$ cat config.mk
export PLATFORM = sky130hd
export DESIGN_NAME = xtea_block_cipher
export DESIGN_NICKNAME = d
export VERILOG_FILES = /design/src/design/xtea_pkg.sv /design/src/design/xtea_half.sv /design/src/design/xtea_block_cipher.sv
export SDC_FILE = /design/constraint.sdc
export NUM_CORES = 1
export LEC_CHECK = 0
export ABC_AREA = 1
export BUFFER_PORTS_ARGS = -buffer_cell sky130_fd_sc_hd__buf_2
export CORE_MARGIN = 2
export CORE_UTILIZATION = 52
export CTS_CLUSTER_SIZE = 25
export DETAILED_ROUTE_END_ITERATION = 8
export HOLD_SLACK_MARGIN = 0.05
export PLACE_DENSITY = 0.75
export SLEW_MARGIN = 0
export SYNTH_ARGS = -nofsm -noshare
export SYNTH_HDL_FRONTEND = slang
export SYNTH_SLANG_ARGS = --single-unit
export TNS_END_PERCENT = 5
$ cat constraint.sdc
create_clock -name i_clk -period 6.1 [get_ports i_clk]
set_clock_uncertainty 0.05 [all_clocks]
set_input_delay 0.915 -clock i_clk [delete_from_list [all_inputs] [get_ports i_clk]]
set_output_delay 0.915 -clock i_clk [all_outputs]
set_load 0.005 [all_outputs]
$ cat src/design/xtea_pkg.sv
// shared constants and register codes for the xtea block cipher
`timescale 1ns / 1ps

package xtea_pkg;

    // cipher constants
    localparam logic [31:0] XT_DELTA   = 32'h9E3779B9;
    localparam int unsigned XT_SHL     = 4;
    localparam int unsigned XT_SHR     = 5;
    localparam int unsigned XT_SUM_SEL = 11;

    // configuration register indexes
    localparam logic [2:0] CFG_KEY0      = 3'd0;
    localparam logic [2:0] CFG_KEY1      = 3'd1;
    localparam logic [2:0] CFG_KEY2      = 3'd2;
    localparam logic [2:0] CFG_KEY3      = 3'd3;
    localparam logic [2:0] CFG_ROUNDS    = 3'd4;
    localparam logic [2:0] CFG_DIRECTION = 3'd5;

    // reset values
    localparam logic [7:0] ROUNDS_RESET = 8'd16;

    // operands of one half round
    typedef struct packed {
        logic [31:0] mix_src;
        logic [31:0] acc;
        logic [31:0] sum;
        logic [31:0] key;
        logic        sub;
    } t_half_in;

endpackage

$ cat src/design/xtea_half.sv
// one xtea half round: acc +/- (mix(src) ^ (sum + key))
`timescale 1ns / 1ps

module xtea_half
    import xtea_pkg::*;
(
    input  t_half_in    i_op,
    output logic [31:0] o_acc
);

    logic [31:0] mix_val;
    logic [31:0] sum_key;
    logic [31:0] term;

    // word mix ignores the running sum
    assign mix_val = ((i_op.mix_src << XT_SHL) ^ (i_op.mix_src >> XT_SHR)) + i_op.mix_src;
    assign sum_key = i_op.sum + i_op.key;
    assign term    = mix_val ^ sum_key;

    // encipher adds, decipher subtracts
    assign o_acc = i_op.sub ? (i_op.acc - term) : (i_op.acc + term);

endmodule

$ cat src/design/xtea_block_cipher.sv
// xtea block cipher top level: config registers, sequencer and output register
//
// channel   dir   handshake                 word
// s_axis    in    i_s_tvalid / o_s_tready   64-bit block in
// m_axis    out   o_m_tvalid / i_m_tready   64-bit block out
// cfg       in    i_cfg_valid / o_cfg_ready register index and 32-bit data
//
// a block runs one half round per cycle through the shared round unit, two half
// rounds per round, then waits in the done state until the output register is free.
// with round_count zero the block skips the rounds and comes out unchanged.
// the input is not ready while a block is in work or waits for the output.
// reset clears the key to zero, rounds to 16 and direction to encipher.
`timescale 1ns / 1ps

module xtea_block_cipher
    import xtea_pkg::*;
(
    input  logic        i_clk,
    input  logic        i_rst_n,
    // slave side: [31:0] word_first, [63:32] word_second
    input  logic        i_s_tvalid,
    output logic        o_s_tready,
    input  logic [63:0] i_s_tdata,
    // master side: [31:0] out_first, [63:32] out_second
    output logic        o_m_tvalid,
    input  logic        i_m_tready,
    output logic [63:0] o_m_tdata,
    // configuration write
    input  logic        i_cfg_valid,
    output logic        o_cfg_ready,
    input  logic [2:0]  i_cfg_index,
    input  logic [31:0] i_cfg_data
);

    localparam logic [1:0] ST_IDLE = 2'd0;
    localparam logic [1:0] ST_RUN  = 2'd1;
    localparam logic [1:0] ST_DONE = 2'd2;

    logic [31:0] r_key [4];
    logic [7:0]  r_rounds;
    logic        r_dir;

    logic [1:0]  r_state, n_state;
    logic        r_phase, n_phase;
    logic [7:0]  r_left, n_left;
    logic [31:0] r_y, n_y;
    logic [31:0] r_z, n_z;
    logic [31:0] r_sum, n_sum;
    logic        r_out_valid, n_out_valid;
    logic [63:0] r_out, n_out;

    logic        s_acc;
    logic        tgt_y;
    logic [1:0]  key_sel;
    t_half_in    half_op;
    logic [31:0] half_res;
    logic [31:0] sum_init;

    assign o_cfg_ready = 1'b1;
    assign o_s_tready  = (r_state == ST_IDLE);
    assign s_acc       = i_s_tvalid && o_s_tready;
    assign o_m_tvalid  = r_out_valid;
    assign o_m_tdata   = r_out;

    // configuration registers
    always_ff @(posedge i_clk) begin
        if (!i_rst_n) begin
            r_key[0] <= '0;
            r_key[1] <= '0;
            r_key[2] <= '0;
            r_key[3] <= '0;
            r_rounds <= ROUNDS_RESET;
            r_dir    <= 1'b0;
        end else if (i_cfg_valid) begin
            case (i_cfg_index)
                CFG_KEY0:      r_key[0] <= i_cfg_data;
                CFG_KEY1:      r_key[1] <= i_cfg_data;
                CFG_KEY2:      r_key[2] <= i_cfg_data;
                CFG_KEY3:      r_key[3] <= i_cfg_data;
                CFG_ROUNDS:    r_rounds <= i_cfg_data[7:0];
                CFG_DIRECTION: r_dir    <= i_cfg_data[0];
                default: ;
            endcase
        end
    end

    // half round operand selection
    assign tgt_y   = (r_phase == r_dir);
    assign key_sel = tgt_y ? r_sum[1:0] : r_sum[XT_SUM_SEL+1:XT_SUM_SEL];

    always_comb begin
        half_op.mix_src = tgt_y ? r_z : r_y;
        half_op.acc     = tgt_y ? r_y : r_z;
        half_op.sum     = r_sum;
        half_op.key     = r_key[key_sel];
        half_op.sub     = r_dir;
    end

    xtea_half u_half (
        .i_op  (half_op),
        .o_acc (half_res)
    );

    // decipher starts the sum at delta times the round count
    assign sum_init = r_dir ? 32'(XT_DELTA * {24'd0, r_rounds}) : 32'd0;

    // sequencer
    always_comb begin
        n_state     = r_state;
        n_phase     = r_phase;
        n_left      = r_left;
        n_y         = r_y;
        n_z         = r_z;
        n_sum       = r_sum;
        n_out_valid = r_out_valid;
        n_out       = r_out;

        if (r_out_valid && i_m_tready) begin
            n_out_valid = 1'b0;
        end

        case (r_state)
            ST_IDLE: begin
                if (s_acc) begin
                    n_y     = i_s_tdata[31:0];
                    n_z     = i_s_tdata[63:32];
                    n_sum   = sum_init;
                    n_phase = 1'b0;
                    n_left  = r_rounds;
                    n_state = (r_rounds == 8'd0) ? ST_DONE : ST_RUN;
                end
            end
            ST_RUN: begin
                if (tgt_y) begin
                    n_y = half_res;
                end else begin
                    n_z = half_res;
                end
                if (!r_phase) begin
                    n_sum = r_dir ? (r_sum - XT_DELTA) : (r_sum + XT_DELTA);
                end else begin
                    n_left = r_left - 8'd1;
                    if (r_left == 8'd1) begin
                        n_state = ST_DONE;
                    end
                end
                n_phase = !r_phase;
            end
            ST_DONE: begin
                if (!r_out_valid || i_m_tready) begin
                    n_out_valid = 1'b1;
                    n_out       = {r_z, r_y};
                    n_state     = ST_IDLE;
                end
            end
            default: begin
                n_state = ST_IDLE;
            end
        endcase
    end

    // control state
    always_ff @(posedge i_clk) begin
        if (!i_rst_n) begin
            r_state     <= ST_IDLE;
            r_out_valid <= 1'b0;
        end else begin
            r_state     <= n_state;
            r_out_valid <= n_out_valid;
        end
    end

    // datapath registers
    always_ff @(posedge i_clk) begin
        r_phase <= n_phase;
        r_left  <= n_left;
        r_y     <= n_y;
        r_z     <= n_z;
        r_sum   <= n_sum;
        r_out   <= n_out;
    end

    // checks
    a_run_left: assert property (@(posedge i_clk) disable iff (!i_rst_n)
        (r_state == ST_RUN) |-> (r_left != 8'd0))
        else $error("round counter empty while running");

    a_zero_rounds: assert property (@(posedge i_clk) disable iff (!i_rst_n)
        (s_acc && (r_rounds == 8'd0)) |=> (r_state == ST_DONE))
        else $error("zero round block did not bypass the rounds");

    a_out_load: assert property (@(posedge i_clk) disable iff (!i_rst_n)
        $rose(r_out_valid) |-> ($past(r_state) == ST_DONE))
        else $error("result shown without a finished block");

    a_run_done: assert property (@(posedge i_clk) disable iff (!i_rst_n)
        ((r_state == ST_RUN) && r_phase && (r_left == 8'd1)) |=> (r_state == ST_DONE))
        else $error("sequencer missed the last round");

endmodule
==> metrics, run 1 <==
Site Rows=81; clk_lat worst skew=0.55 ns; Synth Area in Adders=0.147; drt via density=5.38; FF-to-FF path depth=32; ys flop type=edfxtp_1; Post-synth EDFFs=297; synthesized area=0.0257 mm^2; crit path DAT=6.18 ns; hold crit path type=flip-flop to flip-flop; Tightest Pin Transition=0.905 ns; post-placement worst setup slack=-0.0698 ns; Hold Buf Count CTS=0; min cycle time layout=5.93 ns; initial antenna violation count=0; Ports=171; simple-gate area share of the yosys netlist=0.250; cell taking the most area after synthesis=edfxtp_1; fraction of layout cells with a size suffix above 1=0.164; largest family of logic cells by synthesized area=simple AND/OR/NAND/NOR gates; global route overflow=0; Post-Layout Cell Count=4433; final-report setup violation count=0; RePlAce Congestion=a little over 1; clk buf depth=3; placed wire-length estimate=60.9 mm; final slew viol count=0; share of the core filled with cells=0.626; worst hold stages=0; Die W=about 230 um; Worst Setup Path Type=flip-flop to flip-flop; Initial Util=0.526; final period utilization=0.973; vias after detailed routing=23800; sequential cell area fraction in the yosys report=0.356; Final Cell Area=0.0307 mm^2; synth-to-layout area growth=19.1%; All-Layer GR Usage=0.301; Core ar.=around 0.05 mm^2; remaining antenna violation count=0; CTS tree=yes; placed inst area=between 0.02 and 0.03 mm^2; WP data required=6.35 ns; Mean Syn Cell Area=7.53 um^2; IO Port Bufs=169; DRC Markers=0; CP max stage cell=fa_2; vias in the first global route=around 23000; CP startpoint kind=flip-flop; Seq cells post-synth=between 300 and 400; fmax=169 MHz; H-tree depth=2; WL per Instance=between 15 and 20 um; Reg clk slew, reported paths=0.06 ns; First-pass DRT Iterations=6; first-pass GRT wire length=120 mm; # nets final=4110; fin worst setup slack=about 0.17 ns; mux contribution to synthesized area=0; Synth warnings=0; ranking of synthesized cells by area=edfxtp_1 (35%), nand2_1 (13%), ha_1 (9.5%), inv_1 (7.5%), nor2_1 (5.9%); status=finished, final reports clean; Compound-Gate Fraction of Synth Area=0.118; Relative slew margins=0.395; clock buffer count from CTS=35; clk sinks=309; largest net degree at the start of global routing=65; Fin. Hold Viols=0; height of the die=227 um; Die Area=0.0513 mm^2; placed cell count=4349; cell mode on critical path=nand2_1; Critical Path End Type=flip-flop; RSZ-0062 raised after global routing=yes; Clk Tree Root Cell=clkbuf_16; Syn Inst Count=3420; Max stage delay on crit path=0.55 ns; syn nets=3786; Max FO, Critical Path=7; Post-synth ARST share=0; initial detailed-routing violation count=1874; Max-Cap Viols=0; Synth cell types=62; share of the synthesized area in the top cell type=0.346; xor-xnor portion of the synthesized cell area=0.0424; WL final=77.6 mm
==> path summary, 6_finish.rpt <==
| kind | from | to | slack [ns] |
|---|---|---|---|
| min reg2reg | r_z[26] | o_m_tdata[58] | 0.40 |
| max reg2reg | r_phase | r_y[31] | 0.17 |
| max | r_phase | r_y[31] | 0.17 |
| min | r_z[26] | o_m_tdata[58] | 0.40 |
==> logic make-up after synthesis <==
family,Yosys count
adders and majority gates,262
and+or+nand+nor,1576
xor gates and xnor gates,119
AOI/OAI and AO/OA,557
DFF,309
buffers and inverters,596
other,1
==> synthesized netlist by cell type (all sizes together), types with 8 or more instances <==
master / number
a31oi: 10
fa: 66
buf: 8
ha: 196
dfxtp: 12
clkbuf: 63
edfxtp: 297
inv: 524
nand2: 945
o21bai: 9
o22ai: 38
nor3: 24
nand3b: 14
o21ai: 253
xor2: 68
nor2: 415
a21oi: 201
nand4: 25
nand3: 134
xnor2: 51
a21boi: 8
or2: 8
==> area by class of cell <==
class                           count  area [um^2]
Antenna cell                        1         2.50
Inverter                          525         1980
Clock buffer                       42          923
Tap cell                          664          831
Fill cell                        4311        18300
Multi-Input combinational cell   2515        15100
Sequential cell                   309         9160
Clock inverter                     19          278
Timing Repair Buffer              358         2440
==> through the flow <==
stage / hold WS [ns] / TNS (ns)
after floorplan: 0.376 / 0
after global placement: 0.380 / -0.0667
after detailed placement: 0.390 / -0.356
after CTS: 0.405 / 0
after global routing: 0.417 / -3.08
final: 0.399 / 0
==> cells in the final DEF (no fill, tap or decap), drive strengths merged, types with 7 or more instances in the layout <==
cell	instances
nand2	945
inv	529
nor2	415
buf	354
edfxtp	297
o21ai	253
a21oi	201
ha	196
nand3	134
xor2	68
fa	66
xnor2	51
clkbuf	46
o22ai	38
nand4	25
nor3	24
nand3b	14
dfxtp	12
a31oi	10
o21bai	9
or2	8
a21boi	8
clkinv	8
a21o	7
==> repair_timing <==
| item | 4_1_cts | 5_1_grt |
|---|---|---|
| pin swaps | 0 | 48 |
| endpoints found under the setup margin | 10 | 34 |
| gates resized for setup | 1 | 197 |
| gates cloned | 0 | 4 |
| hold endpoints to repair | 0 | 0 |
| buffers inserted | 0 | 18 |
==> per-layer routing <==
| layer | GRT usage | up-vias | part of all wire |
|---|---|---|---|
| met2 | 0.511 | 861 | 0.47 |
| met1 | 0.391 | 11000 | 0.42 |
| met5 | 0 | - | 0 |
| met4 | 0.110 | 0 | 0.038 |
| met3 | 0.0433 | 168 | 0.073 |
| li1 | - | 11800 | - |
==> sequential cells by signal, indices dropped and copies added (netlist names), 2 cells and up <==
register	flops
r_state	2
r_z	32
r_key	128
r_sum	32
r_y	32
r_rounds	8
r_left	8
o_m_tdata	64
==> critical path: cells and delay by family (launching register included) <==
family / cells / cell delay [ns]
adder cells (fa/ha/maj): 2 / 0.91
AO/OA/AOI/OAI: 5 / 0.99
flip-flops: 1 / 0.51
XOR/XNOR: 3 / 0.59
AND/OR/NAND/NOR: 16 / 1.86
buffers and inverters: 6 / 0.76
Power of run 1 is left out: the tool's default activity adds up to more than one toggle a clock period on the data nets, which glitch-free logic cannot reach.
==> run 2, diff against run 1 <==
--- a/config.mk
+++ b/config.mk
@@ -7,6 +7,5 @@
 export LEC_CHECK = 0
-export ABC_AREA = 1
 export BUFFER_PORTS_ARGS = -buffer_cell sky130_fd_sc_hd__buf_2
 export CORE_MARGIN = 2
-export CORE_UTILIZATION = 52
+export CORE_UTILIZATION = 60
 export CTS_CLUSTER_SIZE = 25
@@ -14,3 +13,3 @@
 export HOLD_SLACK_MARGIN = 0.05
-export PLACE_DENSITY = 0.75
+export PLACE_DENSITY = 0.84
 export SLEW_MARGIN = 0
==> constraint.sdc (replaced) <==
create_clock -name i_clk -period 6.1 [get_ports i_clk]
set_clock_uncertainty 0.05 [all_clocks]
set_input_delay 0.61 -clock i_clk [delete_from_list [all_inputs] [get_ports i_clk]]
set_output_delay 0.61 -clock i_clk [all_outputs]
set_load 0.005 [all_outputs]
==> metrics, run 2 <==
Reg clk slew, reported paths=0.06 ns; placed cell count=3247; ranking of synthesized cells by area=edfxtp_1 (38%), ha_1 (10%), fa_1 (5.6%), xnor2_1 (4.9%), and2_1 (3.7%); Critical Path End Type=flip-flop; initial antenna violation count=0; Commonest cells post-synth=edfxtp_1 (297), nand2_1 (200), ha_1 (196); clk buf depth=3; fin worst setup slack=-0.646 ns; layout filler cell count=about 2600; fraction of layout cells with a size suffix above 1=0.276; DRC Markers=0; syn nets=roughly 2600; WP data required=6.35 ns; height of the die=203 um; final slew viol count=0; post-placement worst setup slack=-0.691 ns; status=finished, violations left; WL per Instance=20.1 um; Site Rows=72; crit path DAT=7.00 ns; placed inst area=0.0279 mm^2; Syn Inst Count=2258; min cycle time layout=about 6.7 ns; final period utilization=1.11; Final Cell Area=0.0293 mm^2; Ports=171; Multi-input gate area=0.0142 mm^2; antenna cells=0; first-pass GRT wire length=about 110 mm; Max FO, Critical Path=10; Buf/Inv on CP=3; most frequent cells in the layout=buf_4 (381), edfxtp_1 (297), nand2_1 (199), ha_1 (189), buf_2 (169); Seq cells post-synth=between 300 and 400; failing checks=setup timing; most common cell after layout, fill and taps aside=buf_4; initial detailed-routing violation count=1650; Relative slew margins=0.160; RSZ-0062 raised after global routing=yes; count leader, synth=edfxtp_1; Max-Cap Viols=0; # nets final=around 3100; Post-Layout Cell Count=3315; Worst Setup Path Type=flip-flop to flip-flop; All-Layer GR Usage=0.324; share of the synthesized area in the top cell type=0.377; First-pass DRT Iterations=6; Biggest register=r_key; H-tree depth=1; CTS tree=yes; synthesized area=0.0237 mm^2; Die W=203 um; Die Area=0.0411 mm^2; ys flop type=edfxtp_1; Synth warnings=0; Post-synth ARST share=0; fmax=148 MHz; Mean Syn Cell Area=roughly 10 um^2; global route overflow=0; Tightest Pin Transition=1.26 ns; clock buffer count from CTS=31; Initial Util=0.610; Clk Tree Root Cell=clkbuf_16; Synth cell types=79; sequential cell area fraction in the yosys report=0.387; register area=0.00916 mm^2; CP max stage cell=mux4_2; clk_lat worst skew=0.59 ns; Fin. Hold Viols=0; IO Port Bufs=169; placed wire-length estimate=51.2 mm; CP delay by family, top=compound AO/OA/AOI/OAI gates; hold crit path type=input port to flip-flop; final-report setup violation count=24; clk sinks=around 300; WL final=66.7 mm; remaining antenna violation count=0; vias in the first global route=20100; max reg flops=128; synth-to-layout area growth=23.8%; drt via density=roughly 6.0; RePlAce Congestion=0.975; CP startpoint kind=flip-flop; Max stage delay on crit path=0.57 ns; vias after detailed routing=19900; cell taking the most area after synthesis=edfxtp_1; Core ar.=0.0388 mm^2; Post-synth EDFFs=297; largest net degree at the start of global routing=65
-- run 2: stage by stage --
| stage | TNS [ns] | util | hold slack, ns |
|---|---|---|---|
| after detailed placement | -10.04 | 0.720 | 0.408 |
| after CTS | -7.10 | 0.749 | 0.239 |
| after floorplan | -1.50 | - | 0.390 |
| final | -9.03 | 0.755 | 0.245 |
| after global routing | -19.10 | 0.755 | 0.243 |
| after global placement | -6.43 | 0.720 | 0.398 |
-- run 2: area by class of cell --
| class | instances | share of cell area |
|---|---|---|
| tap | 518 | 0.0221 |
| sequential | 309 | 0.313 |
| clock inverter | 24 | 0.00627 |
| inverter | 141 | 0.0181 |
| timing repair buffer | 557 | 0.131 |
| multi-input combinational | 1733 | 0.483 |
| clock buffer | 33 | 0.0267 |
-- run 2: cell families after synthesis --
group | after synthesis | share of synthesized area
AND/OR/NAND/NOR | 630 | 0.132
AO/OA/AOI/OAI | 523 | 0.143
flip-flops | 309 | 0.387
adder cells (fa/ha/maj) | 262 | 0.159
XOR/XNOR | 219 | 0.0830
buffers and inverters | 216 | 0.0346
multiplexers | 98 | 0.0613
other | 1 | 0.000158
-- run 2: path summary, 6_finish.rpt --
kind	startpoint	end	slack, ns	cells after the start
max	r_phase	r_y[30]	-0.65	27
min	i_s_tdata[56]	r_z[24]	0.25	2
max reg2reg	r_phase	r_y[30]	-0.65	27
min reg2reg	r_y[7]	o_m_tdata[7]	0.43	0
-- run 2: what timing repair did --
action	in CTS	in global routing
resized for setup	19	47
hold buffers	0	0
setup endpoints to repair	31	44
cloned	1	0
pin swaps	11	19
buffers inserted	3	7
-- run 2: metal layers --
layer	vias up	track usage	routed length, um
li1	9228	-	-
met4	0	0.0868	2050
met5	-	0	0
met1	9650	0.444	28200
met3	154	0.0443	5000
met2	911	0.544	31500
Power of run 2 is left out for the same reason.
